===== config.mk =====
export PLATFORM = sky130hd
export DESIGN_NAME = vrs_ram
export DESIGN_NICKNAME = d
export VERILOG_FILES = /design/src/hw/rtl/vrs_ram.sv
export SDC_FILE = /design/constraint.sdc
export NUM_CORES = 2
export LEC_CHECK = 0
export ABC_AREA = 0
export ABC_CLOCK_PERIOD_IN_PS = 2500
export BUFFER_PORTS_ARGS = -buffer_cell sky130_fd_sc_hd__buf_2
export CAP_MARGIN = 20
export CELL_PAD_IN_SITES_DETAIL_PLACEMENT = 2
export CELL_PAD_IN_SITES_GLOBAL_PLACEMENT = 2
export CORE_ASPECT_RATIO = 1.2
export CORE_UTILIZATION = 45
export CTS_BUF_LIST = sky130_fd_sc_hd__clkbuf_4 sky130_fd_sc_hd__clkbuf_8
export CTS_CLUSTER_SIZE = 28
export DETAILED_ROUTE_END_ITERATION = 12
export GPL_TIMING_DRIVEN = 0
export PLACE_DENSITY_LB_ADDON = 0.1
export SLEW_MARGIN = 20
export SYNTH_ARGS = -nofsm -noshare
export SYNTH_HDL_FRONTEND = slang
export SYNTH_SLANG_ARGS = --single-unit

===== constraint.sdc =====
create_clock -name i_clk -period 2.5 [get_ports i_clk]
set_input_delay 0.375 -clock i_clk [delete_from_list [all_inputs] [get_ports i_clk]]
set_output_delay 0.375 -clock i_clk [all_outputs]
set_load 0.1 [all_outputs]

===== src/hw/rtl/vrs_ram.sv =====
module vrs_ram #(
    parameter int DEPTH = 256,
    parameter int WIDTH = 8
) (
    input  logic                     i_clk,
    input  logic                     i_we,
    input  logic                     i_re,
    input  logic [$clog2(DEPTH)-1:0] i_addr,
    input  logic [WIDTH-1:0]         i_wdata,
    output logic [WIDTH-1:0]         o_rdata
);

    logic [WIDTH-1:0] r_mem [DEPTH];
    logic [WIDTH-1:0] r_rdata;

    always_ff @(posedge i_clk) begin
        if (i_we) begin
            r_mem[i_addr] <= i_wdata;
        end
        if (i_re) begin
            r_rdata <= r_mem[i_addr];
        end
    end

    assign o_rdata = r_rdata;

endmodule


Yosys cells after proc, flatten, opt, wreduce, memory -nomap -nowiden
Memory sizes are Yosys's and may differ from the RTL's. A register that Yosys moved wholly into a read port is not among the register bits.
Cells that the tools add are included.
{"block": "totals", "mem_count": 1, "register_bits": 0, "output_inout_bits": 8, "elab_cells": 3, "mem_bits_rw": 2048}
{"block": "op_classes", "n_mux": 2}
{"name": "r_mem", "depth": 256, "width": 8, "read_ports": 1, "rd_ports_with_merged_regs": 1, "wr": 1, "line_no": "13", "source": "logic [WIDTH-1:0] r_mem [DEPTH];"}
{"operator": "2-to-1 mux 1 bit", "count": 2}

Depth between registers and ports, before layout
{"block": "depth", "word_depth": 2, "ltp_mapped": 10}

Least setup slack after synthesis
No wires, ideal clock.
{"block": "synth_timing", "kind": "in2reg", "startpoint": "in i_addr[1]", "endpoint": "mem r_mem[111][0], enable pin", "setup_slack_ns": -0.094, "path_buffers": 5, "cell_stages": 9, "required_time_ns": 2.130, "arrival_time_ns": 2.224, "setup_time_ns": 0.370, "path_cell_list": "buf_2 clkbuf_1 clkbuf_1 nand2_1 buf_2 nor2_1 nand2_1 clkbuf_1 nor2_1"}
{"element": "from (decl)", "line_no": "8", "source": "input logic [$clog2(DEPTH)-1:0] i_addr,"}
{"element": "to (decl)", "line_no": "13"}
No word-level cell before the write port.

==> key figures <==
Floorplan
  • IO Count: 27
  • Area of the core: 173000 sq um
  • Number of rows in the core area: roughly 170
  • Effective utilization at floorplan: 0.454
  • Floorplan die width: 383 um
  • Die height: 460 um
  • Full die area: 176000 sq um

CTS
  • Clock tree from TritonCTS: yes
  • Root cell of the clock tree: sky130_fd_sc_hd__clkbuf_8
  • Reg clk slew, reported paths: 0.06 ns
  • Postcts setup bufs: 0
  • TritonCTS buffer count: 341
  • Sink count of the clock tree: 2056
  • Number of H-tree levels: 5
  • Clock latency of the later-clocked register in the worst-skew pair: between 1 and 1.5 ns
  • Worst-case clock buffer depth: 4

Synthesis
  • Largest cells by area after synthesis: sky130_fd_sc_hd__edfxtp_1 79%, sky130_fd_sc_hd__mux4_2 15%, sky130_fd_sc_hd__a22oi_1 2.4%, sky130_fd_sc_hd__nor2_1 1.1%, sky130_fd_sc_hd__a21oi_1 0.82%
  • Register bit total from synthesis: roughly 2100
  • Mapped cell area: 78600 sq um
  • Sequential fraction of the synthesis area: 0.786
  • Net count of the mapped netlist: 3566
  • Portion of synthesized cell area occupied by the leading cell type: 0.786
  • Mean area per synthesized cell: 22.2 sq um
  • Gate Count Post-Synth: between 3000 and 4000
  • Yosys warns: 0
  • Synth area leader: sky130_fd_sc_hd__edfxtp_1
  • Number of distinct library cells after synthesis: 21

Layout
  • Storage cell area: 61700 sq um
  • Layout filler cell count: 14500
  • Count of nets after finishing: 3974
  • Area grow syn2layout: 16.2%
  • Fraction of final layout cells with drive strength greater than 1: 0.384
  • Multi-input logic area: 17900 sq um

Timing
  • Post-layout min period: 2.85 ns
  • Worst slew margin: 0.191
  • Final hold vios: 0
  • Count of endpoints failing setup in the final report: 293
  • Actual slew at the worst max-slew pin: 1.21 ns
  • Final Max Slew Viols: 0
  • Setup TNS Final: -10.54 ns
  • Setup repair after global routing missed its margin: yes
  • Worst clock skew on the final layout: 0.0493 ns
  • Maximum achievable frequency: 351 MHz
  • Worst-case setup margin in the final layout: -0.349 ns
  • Crit share post-route: 1.14
  • Final-layout worst hold slack: between 0.2 and 0.25 ns

Route
  • Met3 routed wirelength: 16900 um
  • Routed wirelength normalized by instance count: 40.0 um
  • Detailed-route via count: 40400
  • Detailed-route DRC error count: 6
  • Uppermost layer routed: met5
  • Routed length on met1: 98100 um
  • Per-cell via count in the routed design: ~6.2
  • First-pass iteration count of the detailed router: 9
  • Iter 0 DRT Violations: 4118
  • Detail Route met2 WL: 132000 um
  • Post-detailed-route count of antenna-violating nets: 0
  • Post-Route WL: 259000 um

Setup path
  • Category of the critical setup timing path: in2reg
  • Crit end category: register
  • CP required: around 3.2 ns
  • Length in cells of the worst reg-to-reg path: 5
  • Type of element launching the critical path: primary input
  • Critical-path maximum fanout: 10
  • Worst endpoint data arrival time: ~3.5 ns

Global route
  • Global-route usage over all layers: 0.298
  • Initial antenna violation count: 13
  • Final global-route overflow total: 0
  • Number of global-route vias before repair: 44200
  • Maximum number of pins on one net before global-route repair: 121
  • Global-route wire length before repair: 359000 um

Status
  • Status: finished with violations
  • Violations in the final reports: DRC, setup timing

Min path
  • HP Class: in2reg
  • Cell depth of the worst hold path: 2

Power and ir drop
  • Highest ir drop seen on vdd: 0.000632 V
  • Power Dens Cells: around 770 nW/um^2
  • LEAKAGE: 27.7 nW

Job
  • Max-capacitance violation count: 0

Placed design
  • DPL Wire Length: 175000 um
  • I/O Buffers: 22
  • Placer Congestion: 0.885
power by group:
part | internal, mW | switching (mW)
Combinational | 1.26 | 2.89
Sequential | 38.0 | 0.0266
Clock | 14.8 | 13.7
worst paths after layout:
path                          end  slack [ns]                    start
max          o_rdata[2]$_DFFE_PP_       -0.35                i_addr[1]
min          o_rdata[7]$_DFFE_PP_        0.23                     i_re
max reg2reg  o_rdata[1]$_DFFE_PP_       -0.32  r_mem[190][1]$_DFFE_PP_
min reg2reg  o_rdata[3]$_DFFE_PP_        1.32   r_mem[38][3]$_DFFE_PP_
state kept, by name, indices dropped and copies added (netlist names):
register,flops
r_mem,2048
o_rdata,8
kinds of logic after synthesis:
kind of cell	after synthesis	share of synthesized area
AOI/OAI and AO/OA	416	0.0362
buffers and inverters	233	0.0140
DFF	2056	0.786
muxes	512	0.147
and+or+nand+nor	330	0.0173
synth_stat cells:
master                     number
sky130_fd_sc_hd__o41ai_1       32
sky130_fd_sc_hd__nor2b_1        7
sky130_fd_sc_hd__a22oi_1      256
sky130_fd_sc_hd__mux4_2       512
sky130_fd_sc_hd__and2_1         3
sky130_fd_sc_hd__nor2_1       232
sky130_fd_sc_hd__nor3_1        30
sky130_fd_sc_hd__nand3_1       13
sky130_fd_sc_hd__clkbuf_1     145
sky130_fd_sc_hd__nand2b_1       6
sky130_fd_sc_hd__nand4_1        8
sky130_fd_sc_hd__a21oi_1      128
sky130_fd_sc_hd__nand2_1       28
sky130_fd_sc_hd__buf_6         16
sky130_fd_sc_hd__buf_4         16
sky130_fd_sc_hd__buf_1         19
sky130_fd_sc_hd__edfxtp_1    2056
sky130_fd_sc_hd__buf_2         36
sky130_fd_sc_hd__inv_1          1
sky130_fd_sc_hd__or3_1          1
sky130_fd_sc_hd__or2_2          2
routing by layer:
layer | track usage | vias to the layer above
li1 | - | 16000
met1 | 0.373 | 22200
met2 | 0.499 | 1782
met3 | 0.0588 | 501
met4 | 0.141 | 12
met5 | 0 | -
stage by stage:
| stage | area, sq um | cells | worst slack [ns] | util | total power [mW] |
|---|---|---|---|---|---|
| CTS | 90800 | 6472 | -0.273 | 0.525 | 71.1 |
| detailed placement | 82800 | 5884 | -2.99 | 0.478 | 42.6 |
| finish | 91300 | 6477 | -0.349 | 0.528 | 70.8 |
| global placement | 81600 | 5850 | -4.02 | 0.472 | 42.4 |
| floorplan | 78600 | 3547 | -0.0937 | - | 40.6 |
| global route | 91300 | 6475 | -0.314 | 0.528 | 72.5 |
final cells by class:
cell class | count | area share
antenna | 5 | 0.000137
clock inverter | 129 | 0.00738
tap | 2281 | 0.0312
clock buffer | 450 | 0.0609
timing repair buffer | 65 | 0.0128
multi-input combinational | 1258 | 0.196
buffer | 232 | 0.0152
sequential | 2056 | 0.676
inverter | 1 | 0.0000411
critical path: stages:
cell	delay [ns]
sky130_fd_sc_hd__buf_2	0.27
sky130_fd_sc_hd__clkbuf_2	0.40
sky130_fd_sc_hd__buf_2	0.57
sky130_fd_sc_hd__mux4_2	0.45
sky130_fd_sc_hd__a22oi_1	0.21
sky130_fd_sc_hd__a21oi_2	0.19
sky130_fd_sc_hd__o41ai_4	0.65
sky130_fd_sc_hd__nand4_1	0.39
timing repair:
| action | in CTS | in global routing |
|---|---|---|
| endpoints found under the setup margin | 1976 | 898 |
| pin swaps | 37 | 29 |
| endpoints found under the hold margin | 491 | 0 |
| resized for setup | 444 | 140 |
| hold buffers | 9 | 0 |
cells in the final DEF, fill, tap and decap left out, types with 6 or more instances in the layout:
master	instances
sky130_fd_sc_hd__edfxtp_1	2056
sky130_fd_sc_hd__mux4_2	512
sky130_fd_sc_hd__clkbuf_8	354
sky130_fd_sc_hd__a22oi_1	189
sky130_fd_sc_hd__clkbuf_4	128
sky130_fd_sc_hd__nor2_4	101
sky130_fd_sc_hd__nor2_2	81
sky130_fd_sc_hd__clkinv_1	75
sky130_fd_sc_hd__a21oi_1	72
sky130_fd_sc_hd__clkbuf_1	70
sky130_fd_sc_hd__a22oi_2	67
sky130_fd_sc_hd__clkbuf_2	54
sky130_fd_sc_hd__nor2_1	50
sky130_fd_sc_hd__a21oi_2	48
sky130_fd_sc_hd__clkinv_2	42
sky130_fd_sc_hd__buf_2	40
sky130_fd_sc_hd__buf_16	31
sky130_fd_sc_hd__nor3_2	27
sky130_fd_sc_hd__buf_4	26
sky130_fd_sc_hd__nand2_1	19
sky130_fd_sc_hd__buf_6	16
sky130_fd_sc_hd__o41ai_2	14
sky130_fd_sc_hd__o41ai_4	12
sky130_fd_sc_hd__buf_8	9
sky130_fd_sc_hd__dlygate4sd3_1	9
sky130_fd_sc_hd__a21oi_4	8
sky130_fd_sc_hd__nand4_1	8
sky130_fd_sc_hd__nand2b_1	6
sky130_fd_sc_hd__o41ai_1	6
sky130_fd_sc_hd__nand3_4	6
sky130_fd_sc_hd__clkinvlp_4	6
No activity file was read; power rests on OpenSTA's default activity.
