==> src/hw/rtl/vrs_pkg.sv <==
package vrs_pkg;

    localparam int PALETTE_BYTES = 768;
    localparam int CRTC_REGS     = 25;
    localparam int GFX_REGS      = 10;
    localparam int SEQ_REGS      = 7;
    localparam int SEQ_WR_MAX    = 5;
    localparam int ATT_REGS      = 21;

    localparam int PTR_W     = 10;
    localparam int PAL_AW    = $clog2(PALETTE_BYTES);
    localparam int REG_IW    = 6;
    localparam int REG_AW    = REG_IW + 2;
    localparam int REG_DEPTH = 1 << REG_AW;
    localparam int CLR_LEN   = (PALETTE_BYTES > REG_DEPTH) ? PALETTE_BYTES : REG_DEPTH;
    localparam int CLR_W     = $clog2(CLR_LEN);
    localparam int LOAD_QB   = $clog2((765 / PALETTE_BYTES) + 1);

    localparam logic [1:0] GRP_CRTC = 2'd0;
    localparam logic [1:0] GRP_GFX  = 2'd1;
    localparam logic [1:0] GRP_SEQ  = 2'd2;
    localparam logic [1:0] GRP_ATT  = 2'd3;

    localparam logic CFG_STATUS0 = 1'b0;
    localparam logic CFG_STATUS1 = 1'b1;

    localparam logic CMD_READ  = 1'b0;
    localparam logic CMD_WRITE = 1'b1;

    localparam logic [9:0] PORT_CRTC_IDX_C = 10'h3D4;
    localparam logic [9:0] PORT_CRTC_IDX_M = 10'h3B4;
    localparam logic [9:0] PORT_CRTC_DAT_C = 10'h3D5;
    localparam logic [9:0] PORT_CRTC_DAT_M = 10'h3B5;
    localparam logic [9:0] PORT_GFX_IDX    = 10'h3CE;
    localparam logic [9:0] PORT_GFX_DAT    = 10'h3CF;
    localparam logic [9:0] PORT_SEQ_IDX    = 10'h3C4;
    localparam logic [9:0] PORT_SEQ_DAT    = 10'h3C5;
    localparam logic [9:0] PORT_ATT_IDX    = 10'h3C0;
    localparam logic [9:0] PORT_ATT_RD     = 10'h3C1;
    localparam logic [9:0] PORT_STAT1_C    = 10'h3DA;
    localparam logic [9:0] PORT_STAT1_M    = 10'h3BA;
    localparam logic [9:0] PORT_MISC_RD    = 10'h3CC;
    localparam logic [9:0] PORT_MISC_WR    = 10'h3C2;
    localparam logic [9:0] PORT_DAC_WIDX   = 10'h3C8;
    localparam logic [9:0] PORT_DAC_RIDX   = 10'h3C7;
    localparam logic [9:0] PORT_DAC_DATA   = 10'h3C9;
    localparam logic [9:0] PORT_PEL_MASK   = 10'h3C6;
    localparam logic [9:0] PORT_GPOS2      = 10'h3CA;

    typedef enum logic [1:0] {SRC_IMM, SRC_REG, SRC_PAL} t_src;
    typedef enum logic {ST_CLEAR, ST_RUN} t_state;

    typedef struct packed {
        logic              we;
        logic              re;
        logic [REG_AW-1:0] addr;
        logic [7:0]        wdata;
    } t_reg_req;

    typedef struct packed {
        logic              we;
        logic              re;
        logic [PAL_AW-1:0] addr;
        logic [7:0]        wdata;
    } t_pal_req;

    typedef struct packed {
        t_src       src;
        logic [7:0] imm;
        logic       pass;
    } t_resp;

    function automatic logic [7:0] dac_div3(input logic [PTR_W-1:0] p);
        logic [19:0] prod;
        prod = 20'(p) * 20'd683;
        return prod[18:11];
    endfunction

    function automatic logic [PTR_W-1:0] dac_load(input logic [7:0] v);
        logic [10:0] r;
        r = {2'b00, v, 1'b0} + {3'b000, v};
        for (int k = LOAD_QB - 1; k >= 0; k--) begin
            if (r >= (11'(PALETTE_BYTES) << k)) begin
                r = r - (11'(PALETTE_BYTES) << k);
            end
        end
        return r[PTR_W-1:0];
    endfunction

    function automatic logic [PTR_W-1:0] dac_next(input logic [PTR_W-1:0] p);
        if (p >= PTR_W'(PALETTE_BYTES - 1)) begin
            return '0;
        end
        return p + 1'b1;
    endfunction

endpackage

==> src/hw/rtl/vrs_ctrl.sv <==
module vrs_ctrl
    import vrs_pkg::*;
(
    input  logic       i_clk,
    input  logic       i_rst_n,
    input  logic       i_acc,
    input  logic       i_cmd,
    input  logic [9:0] i_port,
    input  logic [7:0] i_wr_value,
    input  logic       i_cfg_we,
    input  logic       i_cfg_index,
    input  logic [7:0] i_cfg_wdata,
    output logic       o_run,
    output t_reg_req   o_reg_req,
    output t_pal_req   o_pal_req,
    output t_resp      o_resp
);

    t_state r_state, n_state;
    logic [CLR_W-1:0] r_clr_cnt;

    logic [7:0]       r_status0, r_status1;
    logic [7:0]       r_crtc_index, n_crtc_index;
    logic [7:0]       r_gfx_index, n_gfx_index;
    logic [7:0]       r_seq_index, n_seq_index;
    logic [4:0]       r_att_index, n_att_index;
    logic             r_next_is_index, n_next_is_index;
    logic [7:0]       r_misc, n_misc;
    logic [PTR_W-1:0] r_dac_wptr, n_dac_wptr;
    logic [PTR_W-1:0] r_dac_rptr, n_dac_rptr;
    logic [7:0]       r_pel_mask, n_pel_mask;
    logic [7:0]       r_gpos1, n_gpos1;
    logic [7:0]       r_gpos2, n_gpos2;

    always_comb begin
        n_state = r_state;
        case (r_state)
            ST_CLEAR: begin
                if (r_clr_cnt == CLR_W'(CLR_LEN - 1)) begin
                    n_state = ST_RUN;
                end
            end
            ST_RUN:  n_state = ST_RUN;
            default: n_state = ST_CLEAR;
        endcase
    end

    always_comb begin
        o_run = (r_state == ST_RUN);
    end

    always_comb begin
        n_crtc_index    = r_crtc_index;
        n_gfx_index     = r_gfx_index;
        n_seq_index     = r_seq_index;
        n_att_index     = r_att_index;
        n_next_is_index = r_next_is_index;
        n_misc          = r_misc;
        n_dac_wptr      = r_dac_wptr;
        n_dac_rptr      = r_dac_rptr;
        n_pel_mask      = r_pel_mask;
        n_gpos1         = r_gpos1;
        n_gpos2         = r_gpos2;
        o_reg_req       = '{we: 1'b0, re: 1'b0, addr: '0, wdata: i_wr_value};
        o_pal_req       = '{we: 1'b0, re: 1'b0, addr: '0, wdata: i_wr_value};
        o_resp          = '{src: SRC_IMM, imm: 8'h00, pass: 1'b0};

        if (r_state == ST_CLEAR) begin
            o_reg_req.we    = 1'b1;
            o_reg_req.addr  = r_clr_cnt[REG_AW-1:0];
            o_reg_req.wdata = 8'h00;
            o_pal_req.we    = (32'(r_clr_cnt) < PALETTE_BYTES);
            o_pal_req.addr  = r_clr_cnt[PAL_AW-1:0];
            o_pal_req.wdata = 8'h00;
        end else if (i_acc && (i_cmd == CMD_READ)) begin
            case (i_port)
                PORT_CRTC_IDX_C, PORT_CRTC_IDX_M: o_resp.imm = r_crtc_index;
                PORT_CRTC_DAT_C, PORT_CRTC_DAT_M: begin
                    if (r_crtc_index < 8'(CRTC_REGS)) begin
                        o_reg_req.re   = 1'b1;
                        o_reg_req.addr = {GRP_CRTC, r_crtc_index[REG_IW-1:0]};
                        o_resp.src     = SRC_REG;
                    end else begin
                        o_resp.pass = 1'b1;
                    end
                end
                PORT_GFX_IDX: o_resp.imm = r_gfx_index;
                PORT_GFX_DAT: begin
                    if (r_gfx_index < 8'(GFX_REGS)) begin
                        o_reg_req.re   = 1'b1;
                        o_reg_req.addr = {GRP_GFX, r_gfx_index[REG_IW-1:0]};
                        o_resp.src     = SRC_REG;
                    end else begin
                        o_resp.pass = 1'b1;
                    end
                end
                PORT_SEQ_IDX: o_resp.imm = r_seq_index;
                PORT_SEQ_DAT: begin
                    if (r_seq_index < 8'(SEQ_REGS)) begin
                        o_reg_req.re   = 1'b1;
                        o_reg_req.addr = {GRP_SEQ, r_seq_index[REG_IW-1:0]};
                        o_resp.src     = SRC_REG;
                    end else begin
                        o_resp.pass = 1'b1;
                    end
                end
                PORT_ATT_IDX: o_resp.imm = {3'b000, r_att_index};
                PORT_ATT_RD: begin
                    if (r_att_index < 5'(ATT_REGS)) begin
                        o_reg_req.re   = 1'b1;
                        o_reg_req.addr = {GRP_ATT, 1'b0, r_att_index};
                        o_resp.src     = SRC_REG;
                    end else begin
                        o_resp.pass = 1'b1;
                    end
                end
                PORT_STAT1_C, PORT_STAT1_M: begin
                    n_next_is_index = 1'b1;
                    o_resp.imm      = r_status1;
                end
                PORT_MISC_RD:  o_resp.imm = r_misc;
                PORT_MISC_WR:  o_resp.imm = r_status0;
                PORT_DAC_WIDX: o_resp.imm = dac_div3(r_dac_wptr);
                PORT_DAC_RIDX: o_resp.imm = dac_div3(r_dac_rptr);
                PORT_DAC_DATA: begin
                    o_pal_req.re   = 1'b1;
                    o_pal_req.addr = r_dac_rptr[PAL_AW-1:0];
                    o_resp.src     = SRC_PAL;
                    n_dac_rptr     = dac_next(r_dac_rptr);
                end
                PORT_PEL_MASK: o_resp.imm = (r_pel_mask == 8'h00) ? 8'hFF : r_pel_mask;
                default:       o_resp.pass = 1'b1;
            endcase
        end else if (i_acc) begin
            case (i_port)
                PORT_CRTC_IDX_C, PORT_CRTC_IDX_M: n_crtc_index = i_wr_value;
                PORT_CRTC_DAT_C, PORT_CRTC_DAT_M: begin
                    if (r_crtc_index < 8'(CRTC_REGS)) begin
                        o_reg_req.we   = 1'b1;
                        o_reg_req.addr = {GRP_CRTC, r_crtc_index[REG_IW-1:0]};
                    end else begin
                        o_resp.pass = 1'b1;
                    end
                end
                PORT_GFX_IDX: n_gfx_index = i_wr_value;
                PORT_GFX_DAT: begin
                    if (r_gfx_index < 8'(GFX_REGS)) begin
                        o_reg_req.we   = 1'b1;
                        o_reg_req.addr = {GRP_GFX, r_gfx_index[REG_IW-1:0]};
                    end else begin
                        o_resp.pass = 1'b1;
                    end
                end
                PORT_SEQ_IDX: n_seq_index = i_wr_value;
                PORT_SEQ_DAT: begin
                    if (r_seq_index <= 8'(SEQ_WR_MAX)) begin
                        o_reg_req.we   = 1'b1;
                        o_reg_req.addr = {GRP_SEQ, r_seq_index[REG_IW-1:0]};
                    end else begin
                        o_resp.pass = 1'b1;
                    end
                end
                PORT_ATT_IDX: begin
                    if (r_next_is_index) begin
                        n_att_index     = i_wr_value[4:0];
                        n_next_is_index = 1'b0;
                    end else begin
                        n_next_is_index = 1'b1;
                        if (r_att_index < 5'(ATT_REGS)) begin
                            o_reg_req.we   = 1'b1;
                            o_reg_req.addr = {GRP_ATT, 1'b0, r_att_index};
                        end else begin
                            o_resp.pass = 1'b1;
                        end
                    end
                end
                PORT_MISC_WR:  n_misc = i_wr_value;
                PORT_DAC_WIDX: n_dac_wptr = dac_load(i_wr_value);
                PORT_DAC_RIDX: n_dac_rptr = dac_load(i_wr_value);
                PORT_DAC_DATA: begin
                    o_pal_req.we   = 1'b1;
                    o_pal_req.addr = r_dac_wptr[PAL_AW-1:0];
                    n_dac_wptr     = dac_next(r_dac_wptr);
                end
                PORT_PEL_MASK: n_pel_mask = i_wr_value;
                PORT_MISC_RD:  n_gpos1 = i_wr_value;
                PORT_GPOS2:    n_gpos2 = i_wr_value;
                default:       o_resp.pass = 1'b1;
            endcase
        end
    end

    always_ff @(posedge i_clk) begin
        if (!i_rst_n) begin
            r_state         <= ST_CLEAR;
            r_clr_cnt       <= '0;
            r_status0       <= '0;
            r_status1       <= '0;
            r_crtc_index    <= '0;
            r_gfx_index     <= '0;
            r_seq_index     <= '0;
            r_att_index     <= '0;
            r_next_is_index <= 1'b0;
            r_misc          <= '0;
            r_dac_wptr      <= '0;
            r_dac_rptr      <= '0;
            r_pel_mask      <= '0;
            r_gpos1         <= '0;
            r_gpos2         <= '0;
        end else begin
            r_state <= n_state;
            if (r_state == ST_CLEAR) begin
                r_clr_cnt <= r_clr_cnt + 1'b1;
            end
            if (i_cfg_we && (i_cfg_index == CFG_STATUS0)) begin
                r_status0 <= i_cfg_wdata;
            end
            if (i_cfg_we && (i_cfg_index == CFG_STATUS1)) begin
                r_status1 <= i_cfg_wdata;
            end
            r_crtc_index    <= n_crtc_index;
            r_gfx_index     <= n_gfx_index;
            r_seq_index     <= n_seq_index;
            r_att_index     <= n_att_index;
            r_next_is_index <= n_next_is_index;
            r_misc          <= n_misc;
            r_dac_wptr      <= n_dac_wptr;
            r_dac_rptr      <= n_dac_rptr;
            r_pel_mask      <= n_pel_mask;
            r_gpos1         <= n_gpos1;
            r_gpos2         <= n_gpos2;
        end
    end

endmodule

==> config.mk <==
export PLATFORM = sky130hd
export DESIGN_NAME = vrs_ctrl
export DESIGN_NICKNAME = d
export VERILOG_FILES = /design/src/hw/rtl/vrs_pkg.sv /design/src/hw/rtl/vrs_ctrl.sv
export SDC_FILE = /design/constraint.sdc
export NUM_CORES = 1
export LEC_CHECK = 0
export BUFFER_PORTS_ARGS = -buffer_cell sky130_fd_sc_hd__buf_2
export CAP_MARGIN = 5
export CELL_PAD_IN_SITES_DETAIL_PLACEMENT = 1
export CELL_PAD_IN_SITES_GLOBAL_PLACEMENT = 1
export CORE_MARGIN = 2
export CORE_UTILIZATION = 35
export DETAILED_ROUTE_END_ITERATION = 12
export PLACE_DENSITY = 0.74
export SLEW_MARGIN = 20
export SYNTH_ARGS = -nofsm -noshare
export SYNTH_HDL_FRONTEND = slang
export SYNTH_SLANG_ARGS = --single-unit
==> constraint.sdc <==
create_clock -name i_clk -period 6 [get_ports i_clk]
set_clock_uncertainty 0.05 [all_clocks]
set_input_delay 1.5 -clock i_clk [delete_from_list [all_inputs] [get_ports i_clk]]
set_output_delay 1.5 -clock i_clk [all_outputs]
set_load 0.01 [all_outputs]
# Word level (Yosys, flattened, before mapping)

Index checks and enable logic that the tools add are counted.

Flip-flop bits (word level): 93
Input bits: 32
Output and inout bits: 50
Word-level logic and storage cells: 156

$add $sub $neg: 4
Multipliers: 2
Order comparisons: 8
Equal/unequal tests: 22
Muxes and demuxes: 81
Bitwise gates (word level): 4
Reduce and logical (&&, ||, !) cells: 22

Operator list:

| operator                                                    | number |
|---|---|
| equality test 10 bit (second input constant)                | 20 |
| 2-to-1 mux 10 bit                                           | 13 |
| case mux 8 bit (10 select lines)                            | 1 |
| 2-to-1 mux 8 bit                                            | 8 |
| 2-to-1 mux 1 bit                                            | 43 |
| multiplier 10 x 10 -> 19 bit (second input constant)        | 2 |
| 2-to-1 mux 9 bit                                            | 4 |
| case mux 9 bit (4 select lines)                             | 1 |
| case mux 8 bit (4 select lines)                             | 1 |
| AND reduction 4 bit                                         | 8 |
| adder 10 x 1 -> 10 bit (second input constant)              | 3 |
| 2-to-1 mux 11 bit                                           | 2 |
| >= comparator 10 bit (second input constant)                | 2 |
| case mux 10 bit (2 select lines)                            | 1 |
| OR reduction 13 bit                                         | 1 |
| OR reduction 11 bit                                         | 1 |
| adder 9 x 8 -> 10 bit                                       | 1 |
| less-than comparator 10 bit (second input constant)         | 1 |
| case mux 1 bit (5 select lines)                             | 2 |
| case mux 2 bit (5 select lines)                             | 1 |
| <= comparator 8 x 3 -> 1 bit (second input constant)        | 1 |
| logical NOT 8 bit                                           | 1 |
| less-than comparator 8 x 3 -> 1 bit (second input constant) | 1 |
| less-than comparator 8 x 4 -> 1 bit (second input constant) | 1 |
| other kinds (12)                                            | 23 |

# Depth between registers and ports, before layout

Gate-level depths: netlist of run 1.

Depth in word-level cells: 8
Mapped depth: 17

# Worst setup path after synthesis of run 1

No wires, ideal clock.

Kind: reg-to-output
From: reg r_dac_wptr[4]
To: out o_resp[5] (netlist name)
Data arrival time: 4.473 ns
Required time: 4.450 ns
Path slack: -0.023 ns
Stages on the path, launching flop included: 16
Path through: dfxtp_1 > ha_1 > inv_1 > fa_1 > fa_1 > inv_1 > fa_1 > ha_1 > ha_1 > a211o_1 > a2111oi_4 > a21oi_1 > a21o_1 > a211o_1 > a31oi_1 > o22ai_1

RTL lines:

| element                  | line            | text |
|---|---|---|
| start: declaration       | vrs_ctrl.sv:29  | `logic [PTR_W-1:0] r_dac_wptr, n_dac_wptr;` |
| start signal: assignment | vrs_ctrl.sv:227 | `r_dac_wptr <= n_dac_wptr;` |
| end: declaration         | vrs_ctrl.sv:16  | `output t_resp o_resp` |

==> flow_summary.json, run 1 <==
{
  "clk_pin_slew_ns": 0.08,
  "cts_buffer_depth": 2,
  "grt_use_total_pct": 24.4,
  "crit_required_ns": 4.45,
  "setup_violations": 8,
  "relSlewSlack_pct": 32.5,
  "r2r_start": "o_run",
  "initial_utilization_pct": 35.6,
  "syn_inst": 1082,
  "drt-initial-drc-count": 620,
  "synth_top_area_share_pct": 20.1,
  "routed_wl_um": 34400,
  "p_per_area_nw_per_um2": 118,
  "synth_fa_ha_area_share_pct": 26.6,
  "worst_slack_ns": -0.452,
  "detail_route.first_pass.iterations": 6,
  "dp_hpwl_um": 25400,
  "diodes": 0,
  "p_leak_nw": 5.27,
  "min_from": "r_status1[2]",
  "nNetsFinal": 1412,
  "antenna_found_initial": 0,
  "max_freq_mhz": 155,
  "syn_nets": 1285,
  "synth_compound_area_share_pct": 18.2,
  "drc": 0,
  "gp_congestion": 0.956,
  "grt_pass1_vias": 9702,
  "vias_per_cell": 5.72,
  "worst_hold_slack_ns": 0.425,
  "htree_levels": 3,
  "drv_slew": 0,
  "setup.worst_path.start": "r_dac_rptr[3]",
  "vdd_ir_drop_max_mv": 0.123,
  "drv_cap": 0,
  "layout_min_cycle_time_ns": 6.45,
  "placementRows": 59,
  "muxShareOfSynthArea_pct": 5.55,
  "synth_edf_count": 0,
  "ys_ff_latch": 93,
  "worstSetupPathType": "reg2out",
  "ys.flop_type": "dfxtp_1",
  "core-area_um2": 26000,
  "die_h_um": 167,
  "yosys.area_share.simple_pct": 18.8,
  "port_buffers": 81,
  "ys_async_sr_fraction_pct": 0,
  "synth_cell_types": 78,
  "hold_violations": 0,
  "wire_per_inst_um": 22.2,
  "die_area_um2": 27700,
  "critPathMaxFanout": 3,
  "synth_area_leaders": "dfxtp_1 20%, ha_1 17%, fa_1 9.3%",
  "grt-ovfl-total": 0,
  "yosys.area.top_type": "dfxtp_1",
  "synth-xor-area-share_pct": 3.22,
  "root_buffer": "clkbuf_16",
  "grt_pass1_wl_um": 53700,
  "cts_buffers": 9,
  "syn_area_um2": 9250,
  "avgSynthCellArea_um2": 8.55,
  "worstPathArrival_ns": 4.90,
  "ys_seq_area_share_pct": 20.1,
  "ios": 82,
  "setup_tns_ns": -2.88,
  "area_delta_synth_final_pct": 24.4,
  "place_ws_ns": -0.277,
  "timing.final.crit_share_pct": 108,
  "drive_gt1_share_pct": 25.7,
  "worstSetupEndpointType": "primary output",
  "worst_pin_slew_ns": 1.00,
  "hold_class": "reg2reg",
  "num_vias": 8863,
  "rsz0062_at_grt": "true",
  "synth_top_family_by_area": "adder cells",
  "ys_warn_count": 0,
  "holdBufCountCts": 0,
  "die_x_um": 167,
  "detail-route-antenna-nets": 0,
  "clk_latency_ns": 0.36,
  "grt_max_degree": 58,
  "cts_sinks": 93,
  "tritoncts": "built",
  "status": "finished, violations left",
  "violations": "negative setup slack",
  "critPathLaunchType": "flop"
}
power breakdown:
part	internal [mW]	switching [mW]
combinational	0.0472	0.0971
sequential	0.621	0.00566
clock	0.297	0.296
placed cells by master, fill, tap and decap left out, types with 8 or more instances in the layout:
cell,n
buf_4,75
and2_1,13
nor3_1,16
dfxtp_2,8
ha_4,38
inv_1,98
a22oi_1,16
a22o_1,10
mux2i_1,40
ha_1,88
a222oi_1,8
a221o_1,8
nand3_1,42
xor2_1,10
mux2_2,9
nor2b_1,13
buf_2,81
fa_1,39
nor2_1,91
a21oi_1,63
buf_6,9
clkbuf_16,9
inv_2,11
and3_1,12
dfxtp_1,79
o21ai_0,49
nand4_1,9
a21o_1,9
nand2_1,73
or3_1,8
xnor2_1,22
stage by stage:
step / area (um2) / total power, mW / cells / util, %
after floorplan: 9250 / 0.731 / 1082 / -
after global placement: 10300 / 0.781 / 1520 / 39.8
after detailed placement: 10300 / 0.784 / 1520 / 39.8
after CTS: 11400 / 1.36 / 1547 / 43.7
after global routing: 11500 / 1.40 / 1549 / 44.3
final: 11500 / 1.36 / 1549 / 44.3
area by class of cell:
cell class,instances,area [um2]
Inverter,109,409
Timing Repair Buffer,166,1090
Multi-Input combinational cell,830,7390
Clock inverter,7,76.3
Clock buffer,9,225
Sequential cell,93,1890
Fill cell,3077,14500
Tap cell,335,419
worst paths after layout:
check             endpoint  slack, ns  cells past startpoint
min           r_status1[2]       0.43                      2
max              o_resp[6]      -0.45                     18
max reg2reg  r_dac_wptr[4]       3.41                      5
min reg2reg   r_status1[2]       0.43                      2
sequential cells by signal, indices dropped and copies added, names as in the netlist:
signal / cells
r_crtc_index: 8
r_gfx_index: 8
r_status0: 8
o_run: 1
r_misc: 8
r_clr_cnt: 10
r_dac_wptr: 10
r_pel_mask: 8
r_status1: 8
r_next_is_index: 1
r_dac_rptr: 10
r_seq_index: 8
r_att_index: 5
logic make-up (layout without fill, tap and decap cells):
kind of cell / count (synthesis) / count (layout)
AOI/OAI and AO/OA: 249 / 249
xor gates and xnor gates: 34 / 34
adders and majority gates: 171 / 171
buffers and inverters: 159 / 291
DFF: 93 / 93
muxes: 50 / 50
and+or+nand+nor: 326 / 326
cells in the mapped netlist, types with 5 or more instances:
master / number
ha_1: 128
inv_1: 108
dfxtp_1: 93
nor2_1: 93
nand2_1: 73
a21oi_1: 71
o21ai_0: 51
fa_1: 43
nand3_1: 43
mux2i_1: 40
clkbuf_1: 25
xnor2_1: 23
nor3_1: 19
a22oi_1: 16
and2_1: 13
nor2b_1: 13
and3_1: 12
buf_4: 12
xor2_1: 11
a22o_1: 10
a21o_1: 9
mux2_2: 9
nand4_1: 9
a221o_1: 8
a221oi_1: 8
a222oi_1: 8
or3_1: 8
o21a_1: 7
o32ai_1: 7
a31oi_1: 6
buf_6: 6
nand2b_1: 6
a211o_1: 5
a21boi_0: 5
metal layers:
metal	track usage [%]	vias to the layer above	share of wire, %
li1	-	4100	-
met1	27.8	4404	40
met2	45.2	264	52
met3	2.99	95	3.6
met4	11.2	0	4.4
met5	0	-	0
worst max-delay path: stages, from the launching register on:
cell and delay, ns:
dfxtp_2 0.34, ha_4 0.26, inv_2 0.05, fa_1 0.46, fa_1 0.51, inv_1 0.07, fa_1 0.52, ha_4 0.31
ha_4 0.19, o2111a_1 0.28, buf_4 0.16, a2111oi_4 0.29, buf_4 0.21, buf_6 0.11, o31ai_4 0.06, xor2_2 0.20
a221oi_2 0.31, nor2_1 0.07, buf_2 0.15
what timing repair did:
item / 4_1_cts / 5_1_grt
resized for setup: 100 / 22
pin swaps: 80 / 11
setup endpoints to repair: 8 / 8
buffers inserted: 12 / 3
Note: power is estimated with default switching activity, not from simulation.
==> inputs of run 2 (changes only) <==
RECOVER_POWER = 25   (was not set)
==> flow_summary.json, run 2 (same netlist as run 1, synthesis figures left out) <==
{
  "setup_violations": 8,
  "grt_pass1_vias": 9702,
  "hold_violations": 0,
  "place_inst": 1520,
  "drive_gt1_share_pct": 25.5,
  "root_buffer": "clkbuf_16",
  "drc": 0,
  "drv_slew": 58,
  "top_regs": "r_clr_cnt: 10 flops, r_dac_rptr: 10 flops, r_dac_wptr: 10 flops",
  "p_leak_nw": 5.27,
  "grt-ovfl-total": 0,
  "detail-route-antenna-nets": 0,
  "fin_util_pct": 44.3,
  "ios": 82,
  "r2r_cells": 5,
  "r2r_start": "o_run",
  "drt-initial-drc-count": 594,
  "cts_sinks": 93,
  "routed_wl_um": 34400,
  "die_h_um": 167,
  "grt_use_total_pct": 24.4,
  "critPathLaunchType": "flop",
  "final_cell_mix": "99 x inv_1, 91 x nor2_1, 88 x ha_1",
  "path_depth": 18,
  "worstSetupEndpointType": "primary output",
  "area_delta_synth_final_pct": 24.3,
  "wire_per_inst_um": 22.2,
  "worst_slack_ns": -0.449,
  "antenna_found_initial": 0,
  "grt_max_degree": 58,
  "initial_utilization_pct": 35.6,
  "cts_buffer_depth": 2,
  "worst_hold_slack_ns": 0.424,
  "violations": "max-capacitance violations, max-slew violations, negative setup slack",
  "cp_slowest_stage_delay_ns": 0.52,
  "hold_class": "reg2reg",
  "port_buffers": 81,
  "placementRows": 59,
  "dp_hpwl_um": 25400,
  "timing.final.crit_share_pct": 107,
  "critPathMaxFanout": 3,
  "multi_input_area_um2": 7390,
  "min_from": "r_status1[2]",
  "layout.area.seq_um2": 1890,
  "relSlewSlack_pct": -78.2,
  "nNetsFinal": 1412,
  "cts_buffers": 9,
  "vias_per_cell": 5.75,
  "final_common_cell": "inv_1",
  "core-area_um2": 26000,
  "layout_min_cycle_time_ns": 6.45,
  "setup_tns_ns": -2.86,
  "holdBufCountCts": 0,
  "p_per_area_nw_per_um2": 118,
  "crit_chain": "ha_4 > inv_2 > fa_1 > fa_1 > inv_1 > fa_1 > ha_4 > ha_4 > o2111a_1 > buf_4 > a2111oi_4 > buf_4 > buf_6 > o31ai_4 > xor2_2 > a221oi_2 > nor2_1 > buf_2",
  "vdd_ir_drop_max_mv": 0.122,
  "critical_path.top_delay_family": "adder cells",
  "num_vias": 8904,
  "fillers": 3077,
  "place_ws_ns": -0.277,
  "gp_congestion": 0.956,
  "die_area_um2": 27700,
  "htree_levels": 3,
  "tritoncts": "built",
  "cp_num_buf_inv": 6,
  "rsz0062_at_grt": "true",
  "worstSetupPathType": "reg2out",
  "reg2reg_to": "r_dac_wptr[4]",
  "worst_pin_slew_ns": 2.67,
  "place_area_um2": 10300,
  "grt_pass1_wl_um": 53700,
  "crit_required_ns": 4.45,
  "detail_route.first_pass.iterations": 5,
  "clk_pin_slew_ns": 0.08,
  "worstPathArrival_ns": 4.90,
  "diodes": 0,
  "critical-path-slowest-cell": "fa_1",
  "drv_cap": 1,
  "max_freq_mhz": 155,
  "total_power_mw": 1.36,
  "holdPathStages": 2,
  "r2r_slack_ns": 3.33,
  "die_x_um": 167,
  "status": "finished, violations left",
  "stdcell_area_um2": 11500,
  "instances_no_fill": 1549,
  "hold_end": "r_status1[2]",
  "clk_latency_ns": 0.36
}
==> run 2: changes by cell type in the layout (fill, tap and decap cells not counted) <==
cell      previous run  this run
inv_1               98        99
inv_2               11        10
buf_2               81        80
buf_4               75        74
clkbuf_1             0         2
==> run 2: layout make-up <==
type,count,area share [%]
multi-input cells,830,64.3
flip-flops and latches,93,16.5
repair buffers,166,9.43
well taps,335,3.64
inverters,109,3.56
clock buffers,9,1.96
clock inverters,7,0.664
==> run 2: what timing repair did <==
| item | in CTS | in global routing |
|---|---|---|
| endpoints found under the setup margin | 8 | 8 |
| gates resized for setup | 100 | 22 |
| pin swaps | 80 | 11 |
| buffers inserted | 12 | 3 |
==> run 2: where the power goes <==
group          total (mW)  leakage (nW)  switching, mW  internal [mW]
sequential          0.626         0.760        0.00571          0.621
clock               0.591         0.149          0.295          0.297
combinational       0.144          4.36         0.0967         0.0469
total                1.36          5.27          0.397          0.965
==> run 2: how the worst max path moves through the flow <==
stage,start,to
2_1_floorplan,r_dac_wptr[3],o_resp[5]
3_3_place_gp,r_dac_rptr[6],o_resp[4]
3_5_place_dp,r_dac_rptr[5],o_resp[6]
4_1_cts,r_dac_rptr[2],o_resp[8]
5_1_grt,r_dac_rptr[3],o_resp[6]
6_report,r_dac_rptr[3],o_resp[6]
==> run 2: per-layer routing <==
metal	global-route usage (%)	vias up	wire (um)
met5	0	-	0
met4	11.2	0	1590
met3	2.99	99	1330
met2	45.2	270	17700
met1	27.8	4432	13800
li1	-	4103	-
==> run 2: worst min-delay path, cell delays in order, from the launching register on <==
cell     delay (ns)
dfxtp_1        0.32
nand2_1        0.05
a21oi_1        0.05
